[config.mk]
export PLATFORM = sky130hd
export DESIGN_NAME = bounded_rational_approximation
export DESIGN_NICKNAME = d
export VERILOG_FILES = /design/src/rtl/core/bra_pkg.sv /design/src/rtl/core/bounded_rational_approximation.sv
export SDC_FILE = /design/constraint.sdc
export NUM_CORES = 1
export LEC_CHECK = 0
export ABC_AREA = 1
export BUFFER_PORTS_ARGS = -buffer_cell sky130_fd_sc_hd__buf_2
export CORE_MARGIN = 8
export CORE_UTILIZATION = 46
export DETAILED_ROUTE_END_ITERATION = 8
export GPL_ROUTABILITY_DRIVEN = 1
export GPL_TIMING_DRIVEN = 0
export PLACE_DENSITY = 0.63
export SETUP_SLACK_MARGIN = 0.02
export SLEW_MARGIN = 20
export SYNTH_ARGS = -nofsm -noshare
export SYNTH_HDL_FRONTEND = slang
export SYNTH_SLANG_ARGS = --single-unit
[constraint.sdc]
create_clock -name i_clk -period 6.9 [get_ports i_clk]
set_input_delay 1.035 -clock i_clk [delete_from_list [all_inputs] [get_ports i_clk]]
set_output_delay 1.035 -clock i_clk [all_outputs]
set_load 0.005 [all_outputs]
[src/rtl/core/bra_pkg.sv]
// Shared widths and output limits for the bounded rational approximation block.
package bra_pkg;

    // Fixed field widths
    localparam int VALUE_W = 32;
    localparam int NUM_W   = 24;
    localparam int DEN_W   = 8;

    // Output saturation limits
    localparam logic [NUM_W-2:0] NUM_MAG_MAX = '1;
    localparam logic [DEN_W-1:0] DEN_MAX     = '1;

    // Divider job codes
    typedef logic [1:0] t_div_job;
    localparam t_div_job JOB_MOD = 2'd0;   // remainder of numerator by denominator
    localparam t_div_job JOB_NUM = 2'd1;   // numerator divided by gcd
    localparam t_div_job JOB_DEN = 2'd2;   // denominator divided by gcd

endpackage

[src/rtl/core/bounded_rational_approximation.sv]
// Top level: closest fraction with bounded denominator to a signed fixed-point value.
//
//  channel | direction | handshake                  | payload
//  --------+-----------+----------------------------+------------------------------------
//  in      | request   | i_in_valid / o_in_ready    | i_value
//  out     | result    | o_out_valid / i_out_ready  | o_numerator, o_denominator,
//          |           |                            | o_decimal_fallback
//
// Search: per denominator, product e*best_d (S_MULA), product best_e*d (S_MULB), compare (S_CMP),
// for denominators up to DENOMINATOR_LIMIT, ending early at the first exact hit.
// Reduction: three restoring-divider passes (remainder, numerator, denominator) and a
// binary gcd of the best denominator and the remainder.
// A zero input skips the search. Reset is synchronous; no clearing pass.
// A stalled output holds the next result in the done state, and with it every later request.
module bounded_rational_approximation
    import bra_pkg::*;
#(
    parameter int DENOMINATOR_LIMIT = 128,
    parameter int FRACTION_BITS     = 16
) (
    input  logic                      i_clk,
    input  logic                      i_rst_n,
    input  logic                      i_in_valid,
    output logic                      o_in_ready,
    input  logic signed [VALUE_W-1:0] i_value,
    output logic                      o_out_valid,
    input  logic                      i_out_ready,
    output logic signed [NUM_W-1:0]   o_numerator,
    output logic        [DEN_W-1:0]   o_denominator,
    output logic                      o_decimal_fallback
);

    // Derived widths
    localparam int DW  = $clog2(DENOMINATOR_LIMIT + 1);   // denominator
    localparam int MW  = VALUE_W + 1;                     // magnitude
    localparam int SW  = VALUE_W + DW;                    // magnitude * denominator
    localparam int NW  = SW - FRACTION_BITS + 1;          // candidate numerator
    localparam int EW  = FRACTION_BITS;                   // error, at most half
    localparam int PW  = EW + DW;                         // cross product
    localparam int CW  = $clog2(NW);                      // divider step count
    localparam int KW  = $clog2(DW + 1);                  // gcd common shift
    localparam int QW  = (NW > NUM_W) ? NW : NUM_W;
    localparam int DXW = (DW > DEN_W) ? DW : DEN_W;

    localparam logic [DW-1:0] D_LIMIT = DW'(DENOMINATOR_LIMIT);
    localparam logic [CW-1:0] CNT_END = CW'(NW - 1);

    // Sequencer codes
    localparam logic [2:0] S_IDLE = 3'd0;
    localparam logic [2:0] S_MULA = 3'd1;
    localparam logic [2:0] S_MULB = 3'd2;
    localparam logic [2:0] S_CMP  = 3'd3;
    localparam logic [2:0] S_DIV  = 3'd4;
    localparam logic [2:0] S_GCD  = 3'd5;
    localparam logic [2:0] S_DONE = 3'd6;

    logic [2:0]       r_state;
    logic             r_out_valid;

    logic [MW-1:0]    r_mag;
    logic             r_neg;
    logic [SW-1:0]    r_scaled;
    logic [DW-1:0]    r_d;
    logic [NW-1:0]    r_n;
    logic [EW-1:0]    r_e;
    logic [PW-1:0]    r_p;
    logic [PW-1:0]    r_q;
    logic             r_found;
    logic [NW-1:0]    r_bn;
    logic [DW-1:0]    r_bd;
    logic [EW-1:0]    r_be;

    logic [NW-1:0]    r_dq;
    logic [DW-1:0]    r_rem;
    logic [DW-1:0]    r_dvs;
    logic [CW-1:0]    r_cnt;
    t_div_job         r_job;

    logic [DW-1:0]    r_ga;
    logic [DW-1:0]    r_gb;
    logic [KW-1:0]    r_k;
    logic [DW-1:0]    r_g;
    logic [NW-1:0]    r_qn;
    logic [DW-1:0]    r_qd;

    logic signed [NUM_W-1:0] r_num;
    logic [DEN_W-1:0]        r_den;
    logic                    r_fb;

    // Magnitude of the incoming value; the most negative code maps to 2^31 exactly
    logic [MW-1:0] v_ext;
    logic [MW-1:0] mag_c;
    assign v_ext = {i_value[VALUE_W-1], i_value};
    assign mag_c = i_value[VALUE_W-1] ? (~v_ext + MW'(1)) : v_ext;

    // Round half up: numerator and error come straight from the scaled bits
    logic [FRACTION_BITS-1:0] low_c;
    logic                     rnd_c;
    logic [NW-1:0]            n_c;
    logic [EW-1:0]            e_c;
    assign low_c = r_scaled[FRACTION_BITS-1:0];
    assign rnd_c = low_c[FRACTION_BITS-1];
    assign n_c   = {1'b0, r_scaled[SW-1:FRACTION_BITS]} + NW'(rnd_c);
    assign e_c   = rnd_c ? ((~low_c) + EW'(1)) : low_c;

    // Shared multiplier for the cross-multiplied error compare
    logic [EW-1:0] mul_a;
    logic [DW-1:0] mul_b;
    logic [PW-1:0] prod;
    assign mul_a = (r_state == S_MULA) ? e_c  : r_be;
    assign mul_b = (r_state == S_MULA) ? r_bd : r_d;
    assign prod  = PW'(mul_a) * PW'(mul_b);

    // Candidate decision
    logic cand_c;
    logic win_c;
    logic stop_c;
    assign cand_c = (r_n != '0);
    assign win_c  = cand_c && (!r_found || (r_p < r_q));
    assign stop_c = (cand_c && (r_e == '0)) || (r_d == D_LIMIT);

    // Restoring divider step: one quotient bit a cycle
    logic [DW:0]   rem_sh;
    logic          ge_c;
    logic [DW-1:0] rem_next;
    logic [NW-1:0] quo_next;
    assign rem_sh   = {r_rem, r_dq[NW-1]};
    assign ge_c     = (rem_sh >= {1'b0, r_dvs});
    assign rem_next = ge_c ? DW'(rem_sh - {1'b0, r_dvs}) : rem_sh[DW-1:0];
    assign quo_next = {r_dq[NW-2:0], ge_c};

    // Final gcd once one operand has reached zero
    logic [DW-1:0] g_c;
    assign g_c = (r_gb == '0) ? DW'(r_ga << r_k) : DW'(r_gb << r_k);

    // Saturation and sign for the output
    logic [QW-1:0]    qn_ext;
    logic [DXW-1:0]   qd_ext;
    logic [NUM_W-2:0] num_mag;
    logic [NUM_W-1:0] num_c;
    logic [DEN_W-1:0] den_c;
    assign qn_ext  = QW'(r_qn);
    assign qd_ext  = DXW'(r_qd);
    assign num_mag = (qn_ext > QW'(NUM_MAG_MAX)) ? NUM_MAG_MAX : qn_ext[NUM_W-2:0];
    assign num_c   = r_neg ? (NUM_W'(0) - {1'b0, num_mag}) : {1'b0, num_mag};
    assign den_c   = (qd_ext > DXW'(DEN_MAX)) ? DEN_MAX : qd_ext[DEN_W-1:0];

    logic out_free;
    assign out_free = !r_out_valid || i_out_ready;

    // Sequencer and datapath
    always_ff @(posedge i_clk) begin
        if (!i_rst_n) begin
            r_state     <= S_IDLE;
            r_out_valid <= 1'b0;
        end else begin
            // result held until taken, reloaded from the done state
            r_out_valid <= ((r_state == S_DONE) && out_free) ||
                           (r_out_valid && !i_out_ready);
            unique case (r_state)
                S_IDLE: begin
                    if (i_in_valid) begin
                        r_mag    <= mag_c;
                        r_neg    <= i_value[VALUE_W-1];
                        r_scaled <= SW'(mag_c);
                        r_d      <= DW'(1);
                        r_found  <= 1'b0;
                        r_bd     <= DW'(1);
                        r_be     <= '0;
                        r_state  <= (mag_c == '0) ? S_DONE : S_MULA;
                    end
                end
                S_MULA: begin
                    r_n     <= n_c;
                    r_e     <= e_c;
                    r_p     <= prod;
                    r_state <= S_MULB;
                end
                S_MULB: begin
                    r_q     <= prod;
                    r_state <= S_CMP;
                end
                S_CMP: begin
                    if (win_c) begin
                        r_found <= 1'b1;
                        r_bn    <= r_n;
                        r_bd    <= r_d;
                        r_be    <= r_e;
                    end
                    if (stop_c) begin
                        if (win_c || r_found) begin
                            r_dq    <= win_c ? r_n : r_bn;
                            r_dvs   <= win_c ? r_d : r_bd;
                            r_rem   <= '0;
                            r_cnt   <= '0;
                            r_job   <= JOB_MOD;
                            r_state <= S_DIV;
                        end else begin
                            r_state <= S_DONE;
                        end
                    end else begin
                        r_d      <= r_d + DW'(1);
                        r_scaled <= r_scaled + SW'(r_mag);
                        r_state  <= S_MULA;
                    end
                end
                S_DIV: begin
                    if (r_cnt != CNT_END) begin
                        r_dq  <= quo_next;
                        r_rem <= rem_next;
                        r_cnt <= r_cnt + CW'(1);
                    end else begin
                        unique case (r_job)
                            JOB_MOD: begin
                                r_ga    <= r_bd;
                                r_gb    <= rem_next;
                                r_k     <= '0;
                                r_state <= S_GCD;
                            end
                            JOB_NUM: begin
                                r_qn    <= quo_next;
                                r_dq    <= NW'(r_bd);
                                r_dvs   <= r_g;
                                r_rem   <= '0;
                                r_cnt   <= '0;
                                r_job   <= JOB_DEN;
                            end
                            JOB_DEN: begin
                                r_qd    <= quo_next[DW-1:0];
                                r_state <= S_DONE;
                            end
                            default: begin
                                r_state <= S_DONE;
                            end
                        endcase
                    end
                end
                S_GCD: begin
                    // binary gcd on the denominator and the remainder
                    priority if ((r_gb == '0) || (r_ga == '0)) begin
                        r_g     <= g_c;
                        r_dq    <= r_bn;
                        r_dvs   <= g_c;
                        r_rem   <= '0;
                        r_cnt   <= '0;
                        r_job   <= JOB_NUM;
                        r_state <= S_DIV;
                    end else if (!r_ga[0] && !r_gb[0]) begin
                        r_ga <= r_ga >> 1;
                        r_gb <= r_gb >> 1;
                        r_k  <= r_k + KW'(1);
                    end else if (!r_ga[0]) begin
                        r_ga <= r_ga >> 1;
                    end else if (!r_gb[0]) begin
                        r_gb <= r_gb >> 1;
                    end else if (r_ga >= r_gb) begin
                        r_ga <= r_ga - r_gb;
                    end else begin
                        r_gb <= r_gb - r_ga;
                    end
                end
                S_DONE: begin
                    if (out_free) begin
                        r_fb        <= !r_found;
                        r_num       <= r_found ? num_c : '0;
                        r_den       <= r_found ? den_c : DEN_W'(1);
                        r_state     <= S_IDLE;
                    end
                end
                default: begin
                    r_state <= S_IDLE;
                end
            endcase
        end
    end

    assign o_in_ready         = (r_state == S_IDLE);
    assign o_out_valid        = r_out_valid;
    assign o_numerator        = r_num;
    assign o_denominator      = r_den;
    assign o_decimal_fallback = r_fb;

    // Checks
    a_busy_after_request: assert property (@(posedge i_clk) disable iff (!i_rst_n)
        (i_in_valid && o_in_ready) |=> !o_in_ready)
        else $error("request taken while previous one still in progress");

    a_div_nonzero: assert property (@(posedge i_clk) disable iff (!i_rst_n)
        (r_state == S_DIV) |-> (r_dvs != '0))
        else $error("divider running with zero divisor");

    a_den_in_range: assert property (@(posedge i_clk) disable iff (!i_rst_n)
        ((r_state == S_MULA) || (r_state == S_MULB) || (r_state == S_CMP))
            |-> ((r_d != '0) && (r_d <= D_LIMIT)))
        else $error("search denominator out of range");

    a_fallback_shape: assert property (@(posedge i_clk) disable iff (!i_rst_n)
        (o_out_valid && o_decimal_fallback)
            |-> ((o_numerator == '0) && (o_denominator == DEN_W'(1))))
        else $error("fallback result not zero over one");

    a_den_nonzero: assert property (@(posedge i_clk) disable iff (!i_rst_n)
        o_out_valid |-> (o_denominator != '0))
        else $error("zero denominator on output");

endmodule

==> metrics <==
status=complete, no violations; synth cell count leaders=nand2_1, inv_1, nor2_1; syn_area_per_cell=8.634 um2; Max Clock Skew=0.02646 ns; Max-Slew Margin vs Limit=around a third; IO Port Bufs=70; final setup fails=0; post-route ant nets=0; CP max FO=10; final net count=between 3000 and 4000; initial antenna violation count=0; top post-synthesis cells by area=edfxtp_1, nand2_1, fa_1, inv_1, ha_1; Max H-tree Level=2; Seq cells post-synth=between 300 and 400; Post-synth ARST share=0%; Area Growth Syn to Fin=11.17%; CP startpoint kind=flip-flop; Distinct cells, synth=a little under 60; Final Worst Setup Slack=roughly 0.44 ns; Syn. warnings=0; worst hold margin=around 0.46 ns; Die Y=~250 um; proportion of layout cells with a drive suffix above 1=under 10%; Core Util, Final=between 50% and 60%; Slew Viols, Final=0; number of vias per cell=~5.2; Crit path max-delay family=adder cells; Worst-path clk slew=0.06 ns; via count=approximately 20000; # diodes=0; max cap viols=0; CTS Buf Count=39; WL per Instance=roughly 17 um; CP Capture Type=flip-flop; number of synthesized flops with an enable pin=about 360; Synth top area share=between 40% and 50%; critical path data arrival time=6.81 ns; Slew @ Worst Pin=between 1 and 1.5 ns; CTS tree=built; Fin. Hold Viols=0; Tcrit/Tclk final=93.56%; Root Buffer=clkbuf_16; Place WS=-0.02956 ns; maximum clock frequency=about 0.15 GHz; Synth Flop Type=edfxtp_1; Max stage delay on crit path=~0.52 ns; # hold bufs at CTS=0; total gr overflow=0; Die W=249.4 um; Bufs and invs on worst path=8; first-pass GRT wire length=~100 mm; Mapped Cells=2901; Data required, critical path=just over 7 ns; crit-path most repeated cell=inv_1; Core Region=between 50000 and 60000 um2; DRT iter0 DRCs=about 1400; Post-Syn Area=around 25000 um2; count leader, synth=nand2_1; Seq/Total Area, Yosys=between 40% and 50%; Die Area=62180 um2; final wirelength=63.16 mm; All-Layer GR Usage=around a fifth; vias in the first global route=19660; Initial Util=a little under half; clock latency on the worst-skew pair=approximately 0.56 ns; Hold Crit Class=reg2reg; # rows=85; CP Class=reg2reg; drc violations=0; fin crit period=about 6.5 ns; DP Wirelength=roughly 50 mm; syn_nets=3161; I/O pin cnt=a little over 70; routability cong.=between 0.9 and 1; setup TNS=0 ns; clk sinks=approximately 370; RSZ-0062 raised after global routing=no; CTS max path bufs=3; DR pass1 iterations=6; biggest area consumer among synthesized cells=edfxtp_1; largest net degree at the start of global routing=26; Critical-path top delay cell=fa_1
==> cells in the final DEF, fill, tap and decap left out, types with 9 or more instances in the layout <==
cell type	n
a21o_1	14
a21oi_1	159
and2_1	28
buf_2	75
buf_4	9
clkbuf_1	60
clkbuf_16	39
edfxtp_1	363
fa_1	88
ha_1	136
inv_1	459
nand2_1	578
nand3_1	152
nand3b_1	15
nand4_1	30
nor2_1	364
nor3_1	37
o21a_1	9
o21ai_0	146
o21ai_1	15
or2_2	16
xnor2_1	23
xor2_1	65
==> routing by layer <==
layer / part of all wire, % / track usage, %
met4: 2.1 / 5.001
met2: 48 / 34.61
met1: 45 / 25.68
met3: 5.4 / 2.952
met5: 0 / 0
==> what timing repair did <==
action	4_1_cts	5_1_grt
gates cloned	0	0
setup buffers	0	0
pin swaps	0	0
resized for setup	3	16
setup endpoints to repair	4	10
==> stage by stage <==
step / std cells / cell area (um2)
after global routing: 3754 / 27850
after floorplan: 2901 / 25050
after global placement: 3667 / 26270
final: 3754 / 27850
after detailed placement: 3685 / 26590
after CTS: 3754 / 27820
==> cells by family after synthesis <==
kind of cell	after synthesis	share of synthesized area [%]
muxes	5	0.1998
AOI/OAI and AO/OA	416	9.281
adders and majority gates	224	13.83
DFF	367	43.84
buffers and inverters	530	8.007
xor gates and xnor gates	88	3.077
other	1	0.01497
and+or+nand+nor	1270	21.75
==> sequential cells by signal, indices dropped and copies added, names as in the netlist, 16 cells and up <==
register,count
r_scaled,40
r_mag,33
qn_ext,25
r_bn,25
r_dq,25
r_n,25
o_numerator,24
r_p,24
r_q,24
r_be,16
r_e,16
==> layout make-up <==
type / count / area [um2]
well taps: 696 / 870.8
plain buffers: 69 / 280.3
multi-input cells: 2004 / 12160
flip-flops and latches: 367 / 10980
inverters: 461 / 1730
clock buffers: 44 / 994.7
clock inverters: 25 / 236.5
repair buffers: 88 / 595.6
fillers: 5065 / 25970
==> worst paths after layout <==
path | from | to | slack, ns | cells past startpoint
max | r_state[0] | r_p[17] | 0.44 | 27
min | r_dq[16] | qn_ext[17] | 0.46 | 0
max reg2reg | r_state[0] | r_p[17] | 0.44 | 27
min reg2reg | r_dq[16] | qn_ext[17] | 0.46 | 0
Power is left out: the tool's default activity adds up to more than one toggle a clock period on the data nets, which glitch-free logic cannot reach.
